--- src/secded_pkg.sv ---
// shared constants, types and the syndrome table of the secded(16,11) codec
package secded_pkg;

  localparam int unsigned DataW = 11;
  localparam int unsigned ChkW  = 4;
  localparam int unsigned WordW = 16;

  localparam logic [DataW-1:0] ChkMask0 = 11'h55B;
  localparam logic [DataW-1:0] ChkMask1 = 11'h66D;
  localparam logic [DataW-1:0] ChkMask2 = 11'h78E;
  localparam logic [DataW-1:0] ChkMask3 = 11'h7F0;

  localparam logic OpEncode = 1'b0;
  localparam logic OpDecode = 1'b1;

  typedef struct packed {
    logic [ChkW-1:0] chk;
    logic            data_par;
  } chk_t;

  // syndrome value (1..15) to the code word bit position it names
  function automatic logic [3:0] syn_to_pos(input logic [ChkW-1:0] syn);
    logic [3:0] pos;
    case (syn)
      4'd1:    pos = 4'd11;
      4'd2:    pos = 4'd12;
      4'd3:    pos = 4'd0;
      4'd4:    pos = 4'd13;
      4'd5:    pos = 4'd1;
      4'd6:    pos = 4'd2;
      4'd7:    pos = 4'd3;
      4'd8:    pos = 4'd14;
      4'd9:    pos = 4'd4;
      4'd10:   pos = 4'd5;
      4'd11:   pos = 4'd6;
      4'd12:   pos = 4'd7;
      4'd13:   pos = 4'd8;
      4'd14:   pos = 4'd9;
      4'd15:   pos = 4'd10;
      default: pos = 4'd15;
    endcase
    return pos;
  endfunction

endpackage

--- src/secded_chkgen.sv ---
// check bit generator: four hamming parities and the parity of the data bits
module secded_chkgen (
  input  logic [secded_pkg::DataW-1:0] data,
  output secded_pkg::chk_t             chk_o
);
  import secded_pkg::*;

  always_comb begin
    chk_o.chk[0]  = ^(data & ChkMask0);
    chk_o.chk[1]  = ^(data & ChkMask1);
    chk_o.chk[2]  = ^(data & ChkMask2);
    chk_o.chk[3]  = ^(data & ChkMask3);
    chk_o.data_par = ^data;
  end

endmodule

--- src/secded_16_11_codec.sv ---
// top level of the secded(16,11) extended hamming encoder and decoder
//
// usage:
//   an item is a transfer on the input side when start is high and busy is
//   low; in_opcode selects encode (data in in_word[10:0]) or decode (in_word
//   is a received code word). busy is low whenever reset is released, so a
//   new item can be given in every clock cycle.
//   every item gives exactly one result, shown on the out_ ports for one
//   cycle with out_valid high, once the item has passed the register stages.
//   encode returns the full code word; decode returns the corrected data in
//   bits 10:0 with the upper bits zero, plus corrected / uncorrectable flags.
//   throughput one item per cycle, through the three register stages:
//   check bit generation, syndrome and compare, correction.
//   the receiver takes each result in the cycle it is shown and cannot hold
//   it off, so the pipeline never stalls.
//   reset (synchronous, active low) empties the pipeline; items in flight
//   are dropped and no transfer is taken while reset is low.
module secded_16_11_codec (
  input  logic                         clk,
  input  logic                         rst_n,
  input  logic                         start,
  output logic                         busy,
  input  logic                         in_opcode,
  input  logic [secded_pkg::WordW-1:0] in_word,
  output logic                         out_valid,
  output logic [secded_pkg::WordW-1:0] out_result_value,
  output logic                         out_corrected,
  output logic                         out_uncorrectable
);
  import secded_pkg::*;

  chk_t            chk_c;

  // stage 1
  logic            v1_r;
  logic            op1_r;
  logic [WordW-1:0] word1_r;
  chk_t            chk1_r;

  // stage 2
  logic            v2_r;
  logic            op2_r;
  logic [DataW-1:0] word2_r;
  logic [WordW-1:0] code2_r;
  logic [ChkW-1:0] syn2_r;
  logic            odd2_r;
  logic            mism2_r;
  logic [WordW-1:0] code2_nxt;

  // stage 3 (output)
  logic            v3_r;
  logic [WordW-1:0] value3_r;
  logic            corr3_r;
  logic            unc3_r;
  logic [WordW-1:0] value3_nxt;
  logic [3:0]      pos_c;
  logic [WordW-1:0] flip_c;

  assign busy = ~rst_n;

  secded_chkgen u_chkgen (
    .data  (in_word[DataW-1:0]),
    .chk_o (chk_c)
  );

  always_ff @(posedge clk) begin
    if (!rst_n) begin
      v1_r <= 1'b0;
      v2_r <= 1'b0;
      v3_r <= 1'b0;
    end else begin
      v1_r <= start & ~busy;
      v2_r <= v1_r;
      v3_r <= v2_r;
    end
  end

  always_ff @(posedge clk) begin
    op1_r   <= in_opcode;
    word1_r <= in_word;
    chk1_r  <= chk_c;
  end

  // overall parity is data parity folded with the check bits
  assign code2_nxt = {chk1_r.data_par ^ (^chk1_r.chk), chk1_r.chk, word1_r[DataW-1:0]};

  always_ff @(posedge clk) begin
    op2_r   <= op1_r;
    word2_r <= word1_r[DataW-1:0];
    code2_r <= code2_nxt;
    syn2_r  <= word1_r[DataW+ChkW-1:DataW] ^ chk1_r.chk;
    odd2_r  <= ^word1_r;
    mism2_r <= code2_nxt != word1_r;
  end

  assign pos_c  = syn_to_pos(syn2_r);
  assign flip_c = (odd2_r && syn2_r != '0) ? (WordW'(1) << pos_c) : '0;

  always_comb begin
    if (op2_r == OpEncode) begin
      value3_nxt = code2_r;
    end else if (mism2_r) begin
      value3_nxt = {{(WordW-DataW){1'b0}}, word2_r ^ flip_c[DataW-1:0]};
    end else begin
      value3_nxt = {{(WordW-DataW){1'b0}}, word2_r};
    end
  end

  always_ff @(posedge clk) begin
    value3_r <= value3_nxt;
    corr3_r  <= (op2_r == OpDecode) & mism2_r & odd2_r;
    unc3_r   <= (op2_r == OpDecode) & mism2_r & ~odd2_r;
  end

  assign out_valid         = v3_r;
  assign out_result_value  = value3_r;
  assign out_corrected     = corr3_r;
  assign out_uncorrectable = unc3_r;

`ifndef SYNTHESIS
  a_lat: assert property (@(posedge clk) disable iff (!rst_n)
    (start && !busy) |-> ##3 out_valid)
    else $error("transfer did not produce a result after three cycles");

  a_flags: assert property (@(posedge clk) disable iff (!rst_n)
    out_valid |-> !(out_corrected && out_uncorrectable))
    else $error("corrected and uncorrectable both set");

  a_unc_upper: assert property (@(posedge clk) disable iff (!rst_n)
    (out_valid && (out_uncorrectable || out_corrected)) |-> out_result_value[15:11] == 5'd0)
    else $error("decode result has upper bits set");

  a_no_spurious: assert property (@(posedge clk) disable iff (!rst_n)
    (out_valid && !$past(v2_r)) |-> 1'b0)
    else $error("result without an item in flight");
`endif

endmodule

--- config.mk ---
export PLATFORM = sky130hd
export DESIGN_NAME = secded_16_11_codec
export DESIGN_NICKNAME = d
export VERILOG_FILES = /design/src/secded_pkg.sv /design/src/secded_chkgen.sv /design/src/secded_16_11_codec.sv
export SDC_FILE = /design/constraint.sdc
export NUM_CORES = 1
export LEC_CHECK = 0
export BUFFER_PORTS_ARGS = -buffer_cell sky130_fd_sc_hd__buf_2
export CELL_PAD_IN_SITES_DETAIL_PLACEMENT = 0
export CELL_PAD_IN_SITES_GLOBAL_PLACEMENT = 1
export CORE_ASPECT_RATIO = 0.75
export CORE_UTILIZATION = 40
export DETAILED_ROUTE_END_ITERATION = 12
export GPL_TIMING_DRIVEN = 0
export HOLD_SLACK_MARGIN = 0.02
export MAX_ROUTING_LAYER = met4
export PLACE_DENSITY_LB_ADDON = 0.3
export RECOVER_POWER = 50
export SLEW_MARGIN = 0
export SYNTH_ARGS = -nofsm -noshare
export SYNTH_HDL_FRONTEND = slang
export SYNTH_SLANG_ARGS = --single-unit
export TNS_END_PERCENT = 5
--- constraint.sdc ---
create_clock -name clk -period 1.91 [get_ports clk]
set_input_delay 0.191 -clock clk [delete_from_list [all_inputs] [get_ports clk]]
set_output_delay 0.191 -clock clk [all_outputs]
set_load 0.05 [all_outputs]
==> flow_summary.json, run 1 <==
{
  "status": "finished clean",
  "setup_viol": 0,
  "rr_endpoint": "pos_c[0]$_DFF_P_",
  "synth_cells": 179,
  "die_w_um": 88.9,
  "first_iter_violations": 58,
  "ys_types": 25,
  "clkSlewWorstSetupHoldPaths_ns": 0.07,
  "synthFlopType": "dfxtp_1",
  "crit_path_max_fanout": 5,
  "core_area_mm2": 0.00541,
  "syn_to_final_growth_pct": 30.1,
  "cts_tree": "done",
  "hold_violations": 0,
  "ys_seq_area_frac": 0.619,
  "required_ns": 2.11,
  "hold_path_class": "primary input to flop",
  "drv_slew": 0,
  "insertion_delay_ns": 0.34,
  "numClockSinks": 70,
  "grt_pass1_vias": 1273,
  "critPathSlowestCell": "mux4_2",
  "cp-start-kind": "flop",
  "route.detailed.drc": 0,
  "synth_mux_area_frac": 0.0149,
  "via_per_inst": 4.13,
  "syn-cell-area_mm2": 0.00226,
  "synth-simple-area-share": 0.0994,
  "ios": 40,
  "grt_pass1_wl_um": 5910,
  "rsz0062_at_grt": "false",
  "path_class": "flop to flop",
  "synth_xor_area_frac": 0.223,
  "critPathCaptureType": "flop",
  "worst_r2r_startpoint": "chk1_r[2]$_DFF_P_",
  "dp_hpwl_um": 2640,
  "timing.hold.ws_ns": 0.0703,
  "finish.net_count": 271,
  "path_cells": "xnor2_1, inv_1, ha_1, mux4_2",
  "skew_ns": 0.00844,
  "drive_above_1_share": 0.183,
  "antenna_found_initial": 0,
  "avgSynthCellArea_um2": 12.7,
  "r2r_setup_slack_ns": 0.15,
  "fin_util": 0.545,
  "holdPathEnd": "v1_r$_SDFF_PN0_",
  "cts_made_buffers": 9,
  "root_buffer": "clkbuf_8",
  "ys_warn_count": 0,
  "irDropWorstVdd_v": 0.000646,
  "min_period_over_period": 0.919,
  "post-cts-setup-buffer-count": 0,
  "power_density_mw_per_mm2": 1530,
  "tightest_slew_ns": 0.628,
  "grt.total_usage": 0.147,
  "clk_path_buf_depth": 2,
  "num_vias": 1346,
  "fin_setup_tns_ns": 0,
  "synth-seq-cells": 70,
  "r2r_cells": 4,
  "min_from": "start",
  "wirelength_um": 3590,
  "synth_top_family_by_area": "XOR/XNOR gates",
  "grt_max_degree": 14,
  "h-tree-depth": 3,
  "start_util": 0.419,
  "path_delay_family": "multiplexers",
  "maxCapViolations": 0,
  "port_buffers": 39,
  "synth_edf_count": 0,
  "synthAdderAreaFrac": 0.0276,
  "max_freq_mhz": 570,
  "slew_headroom": 0.580,
  "p_leak_nw": 1.21,
  "hold_depth": 2,
  "crit_buf_inv": 1,
  "critPathMaxStageDelay_ns": 0.46,
  "grt_overflow": 0,
  "postRouteAntennaNets": 0,
  "die_h_um": 67.2,
  "min_period_ns": 1.76,
  "placed_cells": 293,
  "drt_first_pass_iters": 4,
  "synth.net_count": 204,
  "gp_congestion": 0.766,
  "placementRows": 23,
  "dieArea_mm2": 0.00597,
  "post_drt_wl_per_cell_um": 11.0,
  "finalNonFillerCells": 326,
  "synth-compound-area-share": 0.00773,
  "antenna_cells": 0,
  "crit_arrival_ns": 1.96,
  "synthArstFlopShare": 0
}
## how the worst max path moves through the flow
stage / startpoint / end / slack, ns / depth (start not counted)
after CTS: chk1_r[2]$_DFF_P_ / pos_c[0]$_DFF_P_ / 0.13 / 4
after global placement: chk1_r[2]$_DFF_P_ / pos_c[0]$_DFF_P_ / 0.16 / 4
after floorplan: chk1_r[2]$_DFF_P_ / pos_c[0]$_DFF_P_ / 0.35 / 4
after detailed placement: chk1_r[2]$_DFF_P_ / pos_c[0]$_DFF_P_ / 0.16 / 4
final: chk1_r[2]$_DFF_P_ / pos_c[0]$_DFF_P_ / 0.15 / 4
after global routing: chk1_r[2]$_DFF_P_ / pos_c[0]$_DFF_P_ / 0.01 / 4
## cell usage in the layout, fill, tap and decap left out, drive strengths merged, types with 2 or more instances in the layout
master	n
and2	3
and3	3
buf	28
bufinv	3
clkbuf	21
clkinvlp	3
dfxtp	70
dlygate4sd3	17
ha	5
inv	5
nand2	4
nand3	5
nand4	2
nand4b	5
nor2	8
nor2b	5
xnor2	44
xor2	10
## state kept, by name, summed over array words and instances (netlist names), 4 cells and up
name              count
code2_r              16
chk1_r                5
word1_r              16
syn2_r                4
out_result_value     16
pos_c                 4
## Yosys cell counts, types with 2 or more instances
library cell,count,area share
xnor2_1,44,0.17
dfxtp_1,70,0.62
nor2_1,8,0.013
ha_1,5,0.028
and2_1,3,0.0083
nand3_1,5,0.011
nor2b_1,5,0.014
inv_1,4,0.0066
nand4_1,2,0.0055
nand4b_1,5,0.019
nand2_1,4,0.0066
and3_1,3,0.0083
xor2_1,9,0.035
## per-layer routing
layer / share of wire / routed length (µm) / up-vias / GRT usage
li1: - / - / 706 / -
met1: 0.52 / 1880 / 603 / 0.185
met2: 0.42 / 1520 / 35 / 0.200
met3: 0.049 / 177 / 2 / 0.0746
met4: 0.0028 / 10 / 0 / 0.0544
met5: 0 / 0 / - / -
## through the flow
step / setup WS [ns] / cell area (µm²) / total power, W
final: 0.154 / 2950 / 0.00450
after global routing: 0.0128 / 2950 / 0.00474
after CTS: 0.132 / 2970 / 0.00455
after detailed placement: 0.156 / 2550 / 0.00311
after global placement: 0.164 / 2550 / 0.00310
after floorplan: 0.350 / 2260 / 0.00283
## layout make-up
type | count | area (µm²)
clock buffer | 9 | 124
tap | 75 | 93.8
timing repair buffer | 56 | 350
multi-input combinational | 104 | 836
sequential | 70 | 1400
buffer | 1 | 5.00
inverter | 4 | 15.0
fill | 519 | 2460
clock inverter | 7 | 121
## cells by family after synthesis
logic type | after synthesis
AOI/OAI and AO/OA | 3
xor gates and xnor gates | 55
adders and majority gates | 5
buffers and inverters | 5
DFF | 70
muxes | 2
and+or+nand+nor | 39
## power breakdown
group	internal, W	switching (W)
clock network	0.000871	0.000540
logic	0.000469	0.000684
registers	0.00176	0.000176
total	0.00310	0.00140
## timing repair
action | 4_1_cts | 5_1_grt
gates resized for setup | 0 | 0
hold buffers | 17 | 0
hold endpoints to repair | 17 | 0
(Power assumes the default switching activity.)
==> inputs of run 2 (changes only) <==
SETUP_SLACK_MARGIN = 0.2   (was default)
==> run 2 against run 1 <==
Net effect: count of clock-buffer cells in the layout is the same; via count up 0.15%; global-route usage about the same; core utilization increased by 0.28 points; power up 0.32%; critical path depth unchanged; register-to-register slack gained 0.08 ns; sequential share of layout area fell by 0.24 points; clock skew about the same; flip-flop and latch count unchanged; non-clock buffer count is the same; worst hold slack about the same.
==> flow_summary.json, run 2 (synthesis results as in run 1) <==
{
  "power_w": 0.00451,
  "grt_pass1_wl_um": 5910,
  "intPower_w": 0.00310,
  "clkSlewWorstSetupHoldPaths_ns": 0.07,
  "critPathCaptureType": "flop",
  "setup_viol": 0,
  "wirelength_um": 3590,
  "h-tree-depth": 3,
  "root_buffer": "clkbuf_8",
  "port_buffers": 39,
  "crit_arrival_ns": 1.88,
  "finish.net_count": 271,
  "hold_path_class": "primary input to flop",
  "path_cells": "xnor2_1, ha_1, inv_1, mux4_2",
  "clk_path_buf_depth": 2,
  "post-cts-setup-buffer-count": 0,
  "grt_overflow": 0,
  "syn_to_final_growth_pct": 30.8,
  "core_area_mm2": 0.00541,
  "setup_ws_ns": 0.238,
  "maxCapViolations": 0,
  "crit_buf_inv": 1,
  "final_cell_area_mm2": 0.00296,
  "via_per_inst": 4.13,
  "dieArea_mm2": 0.00597,
  "pre_cts_ws_ns": 0.156,
  "slew_headroom": 0.610,
  "placementRows": 23,
  "drv_slew": 0,
  "regArea_mm2": 0.00140,
  "first_iter_violations": 60,
  "status": "finished clean",
  "antenna_found_initial": 0,
  "p_leak_nw": 1.22,
  "combPwrFrac": 0.257,
  "r2r_cells": 4,
  "tightest_slew_ns": 0.583,
  "route.detailed.drc": 0,
  "critPathMaxStageDelay_ns": 0.47,
  "dpl_cell_area_mm2": 0.00255,
  "cp-start-kind": "flop",
  "die_w_um": 88.9,
  "max_freq_mhz": 598,
  "dp_hpwl_um": 2640,
  "grt_pass1_vias": 1273,
  "skew_ns": 0.00854,
  "antenna_cells": 0,
  "crit_path_max_fanout": 7,
  "insertion_delay_ns": 0.34,
  "n_fill_cell": 517,
  "p_switching_w": 0.00141,
  "post_drt_wl_per_cell_um": 11.0,
  "critPathSlowestCell": "xnor2_1",
  "path_delay_family": "XOR/XNOR gates",
  "path_class": "flop to flop",
  "mostFrequentLayoutCells": "dfxtp_1, xnor2_1, buf_2",
  "cts_made_buffers": 9,
  "gp_congestion": 0.766,
  "drive_above_1_share": 0.191,
  "mostFrequentLayoutCell": "dfxtp_1",
  "num_vias": 1348,
  "irDropWorstVdd_v": 0.000685,
  "seq_power_share": 0.430,
  "crit_cells": 4,
  "power_density_mw_per_mm2": 1520,
  "drt_first_pass_iters": 4,
  "rsz0062_at_grt": "false",
  "fin_setup_tns_ns": 0,
  "numClockSinks": 70,
  "required_ns": 2.11,
  "ios": 40,
  "p_clk_frac": 0.313,
  "hold_violations": 0,
  "min_period_ns": 1.67,
  "grt.total_usage": 0.147,
  "die_h_um": 67.2,
  "cts_tree": "done",
  "sw_frac_of_total": 0.312,
  "min_period_over_period": 0.875,
  "grt_max_degree": 14,
  "postRouteAntennaNets": 0,
  "start_util": 0.419,
  "hold_depth": 2,
  "multi_input_comb_area_um2": 851
}
## run 2: power groups by stage
stage | Sequential [W] | Combinational (W) | Clock [W]
2_1_floorplan | 0.00217 | 0.000661 | 0
3_3_place_gp | 0.00196 | 0.00113 | 0
3_5_place_dp | 0.00197 | 0.00114 | 0
4_1_cts | 0.00194 | 0.00117 | 0.00145
5_1_grt | 0.00198 | 0.00127 | 0.00151
6_report | 0.00194 | 0.00116 | 0.00141
## run 2: what timing repair did
action                                  in CTS  in global routing
resized for setup                            1                  1
hold buffers                                17                  0
endpoints found under the setup margin       1                  1
hold endpoints to repair                    17                  0
## run 2: routing by layer
metal  GRT usage  up-vias  part of all wire
li1            -      705                 -
met1       0.185      603              0.52
met2       0.200       38              0.43
met3      0.0746        2             0.049
met4      0.0544        0            0.0028
met5           -        -                 0
## run 2: path summary, 6_finish.rpt
| kind | startpoint | end | slack [ns] |
|---|---|---|---|
| worst max register to register | chk1_r[1]$_DFF_P_ | pos_c[0]$_DFF_P_ | 0.24 |
| worst max-delay path | chk1_r[1]$_DFF_P_ | pos_c[0]$_DFF_P_ | 0.24 |
| worst min-delay path | start | v1_r$_SDFF_PN0_ | 0.07 |
| worst min register to register | op1_r$_DFF_P_ | op2_r$_DFF_P_ | 0.35 |
## run 2: worst register-to-register path, cell delays in order (launching register included)
cell and delay, ns:
dfxtp_1 0.36, xnor2_1 0.47, ha_1 0.24, inv_1 0.04, mux4_2 0.44
## run 2: layout make-up
cell class,instances,area share
plain buffers,1,0.00169
clock buffers,9,0.0418
multi-input cells,104,0.287
inverters,4,0.00507
flip-flops and latches,70,0.473
clock inverters,7,0.0410
repair buffers,56,0.118
well taps,75,0.0317
## run 2: through the flow
| step | util | hold WS (ns) | cells |
|---|---|---|---|
| floorplan | - | 0.219 | 179 |
| global placement | 0.472 | 0.293 | 293 |
| detailed placement | 0.472 | 0.295 | 293 |
| CTS | 0.550 | 0.0448 | 326 |
| global route | 0.547 | 0.0823 | 326 |
| finish | 0.547 | 0.0702 | 326 |
==> inputs of run 3 (changes only) <==
CORE_UTILIZATION = 39   (was 40)
clock period = 1.5 ns   (was 1.91 ns; I/O delays follow)
==> run 3 against run 2 <==
Net effect: first-iteration DRC count decreased by 32%; sequential share of layout area decreased by 0.61 points; via count increased by 3.7%; cell area increased by 2.5%; worst hold slack got worse by 0.015 ns; power increased by 24%; core utilization increased by 0.77 points; global-route usage decreased by 0.44 points; fmax increased by 17%; die area increased by 2.5%; register-to-register slack got worse by 0.17 ns; clock skew about the same; critical endpoint is now mism2_r$_DFF_P_; largest cell class unchanged.
==> flow_summary.json, run 3 (synthesis results as in run 1) <==
{
  "status": "finished clean",
  "grt_pass1_vias": 1286,
  "ios": 40,
  "grt_util_met1": 0.174,
  "r2r_setup_slack_ns": 0.07,
  "core_area_mm2": 0.00547,
  "root_buffer": "clkbuf_8",
  "required_ns": 1.71,
  "fin_setup_tns_ns": 0,
  "cts_tree": "done",
  "grt_max_degree": 11,
  "p_leak_nw": 1.25,
  "first_iter_violations": 41,
  "crit_arrival_ns": 1.64,
  "h-tree-depth": 3,
  "post_drt_wl_per_cell_um": 11.6,
  "syn_to_final_growth_pct": 34.0,
  "setup_ws_ns": 0.0728,
  "antenna_found_initial": 0,
  "slew_headroom": 0.611,
  "use_met2": 0.209,
  "grt_pass1_wl_um": 6120,
  "insertion_delay_ns": 0.33,
  "drv_slew": 0,
  "antenna_cells": 0,
  "n_fill_cell": 489,
  "postRouteAntennaNets": 0,
  "grt.met3_usage": 0.0600,
  "top_usage_layer": "met2",
  "worst_r2r_startpoint": "chk1_r[4]$_DFF_P_",
  "tightest_slew_ns": 0.586,
  "maxCapViolations": 0,
  "pre_cts_ws_ns": 0.00952,
  "path_class": "flop to flop",
  "finish.net_count": 280,
  "clk_path_buf_depth": 2,
  "gp_congestion": 0.756,
  "irDropWorstVdd_v": 0.00126,
  "cp-start-kind": "flop",
  "cts_made_buffers": 9,
  "dieArea_mm2": 0.00612,
  "clkSlewWorstSetupHoldPaths_ns": 0.07,
  "via_per_inst": 4.19,
  "grt.total_usage": 0.142,
  "numClockSinks": 70,
  "power_density_mw_per_mm2": 1840,
  "critPathCaptureType": "flop",
  "crit_path_max_fanout": 3,
  "min_period_over_period": 0.951,
  "setup_viol": 0,
  "mostFrequentLayoutCells": "dfxtp_1, xnor2_1, buf_2",
  "critical_path.endpoint": "mism2_r$_DFF_P_",
  "route.detailed.drc": 0,
  "startpoint": "chk1_r[4]$_DFF_P_",
  "rsz0062_at_grt": "true",
  "drive_above_1_share": 0.259,
  "wirelength_um": 3890,
  "port_buffers": 39,
  "hold_violations": 0,
  "grt_overflow": 0,
  "start_util": 0.414,
  "dp_hpwl_um": 2550,
  "die_w_um": 90.0,
  "skew_ns": 0.00812,
  "mostFrequentLayoutCell": "dfxtp_1",
  "num_vias": 1398,
  "drt_first_pass_iters": 2,
  "rr_endpoint": "mism2_r$_DFF_P_",
  "die_h_um": 68.0,
  "hold_path_class": "primary input to flop",
  "placementRows": 23,
  "max_freq_mhz": 701,
  "r2r_cells": 4,
  "min_period_ns": 1.43
}
==> run 3: repair_timing <==
action	in CTS	in global routing
gates cloned	0	0
hold buffers	17	0
buffers inserted	3	6
endpoints found under the hold margin	17	0
endpoints found under the setup margin	13	16
pin swaps	2	6
resized for setup	8	5
==> run 3: per-stage QoR <==
stage               cell area, µm²  std cells  hold slack (ns)   util  total power, W
floorplan                     2310        179            0.178      -         0.00367
global placement              2600        293            0.252  0.476         0.00401
detailed placement            2600        293            0.254  0.476         0.00401
CTS                           2980        328           0.0268  0.545         0.00540
global route                  3040        334           0.0476  0.555         0.00592
finish                        3040        334           0.0553  0.555         0.00560
==> run 3: worst min-delay path by stage <==
| stage | end | from | cells past startpoint | slack (ns) |
|---|---|---|---|---|
| detailed placement | word1_r[11]$_DFF_P_ | in_word[11] | 1 | 0.25 |
| global placement | op1_r$_DFF_P_ | in_opcode | 1 | 0.25 |
| global route | v1_r$_SDFF_PN0_ | start | 2 | 0.05 |
| CTS | v1_r$_SDFF_PN0_ | start | 2 | 0.03 |
| finish | v1_r$_SDFF_PN0_ | start | 2 | 0.06 |
| floorplan | word1_r[12]$_DFF_P_ | in_word[12] | 0 | 0.18 |
==> run 3: cell type report <==
| class | count | area, µm² | share of cell area |
|---|---|---|---|
| Buffer | 1 | 5.00 | 0.00165 |
| Sequential cell | 70 | 1420 | 0.467 |
| Tap cell | 75 | 93.8 | 0.0309 |
| Multi-Input combinational cell | 104 | 937 | 0.309 |
| Inverter | 4 | 15.0 | 0.00495 |
| Clock buffer | 13 | 139 | 0.0458 |
| Clock inverter | 2 | 10.0 | 0.00330 |
| Timing Repair Buffer | 65 | 418 | 0.138 |
==> run 3: power breakdown <==
part	internal, W	switching, W
logic	0.000920	0.000992
registers	0.00225	0.000260
clock network	0.000587	0.000583
total	0.00376	0.00184
==> run 3: worst max-delay path: stages, from the launching register on <==
cell,delay [ns]
dfxtp_1,0.35
xnor2_1,0.26
xnor2_2,0.17
xnor2_2,0.15
mux2_2,0.36
==> run 3: layer usage <==
metal | up-vias | part of all wire
met4 | 0 | 0.0095
met2 | 34 | 0.45
met3 | 5 | 0.043
li1 | 726 | -
met1 | 633 | 0.50
met5 | - | 0
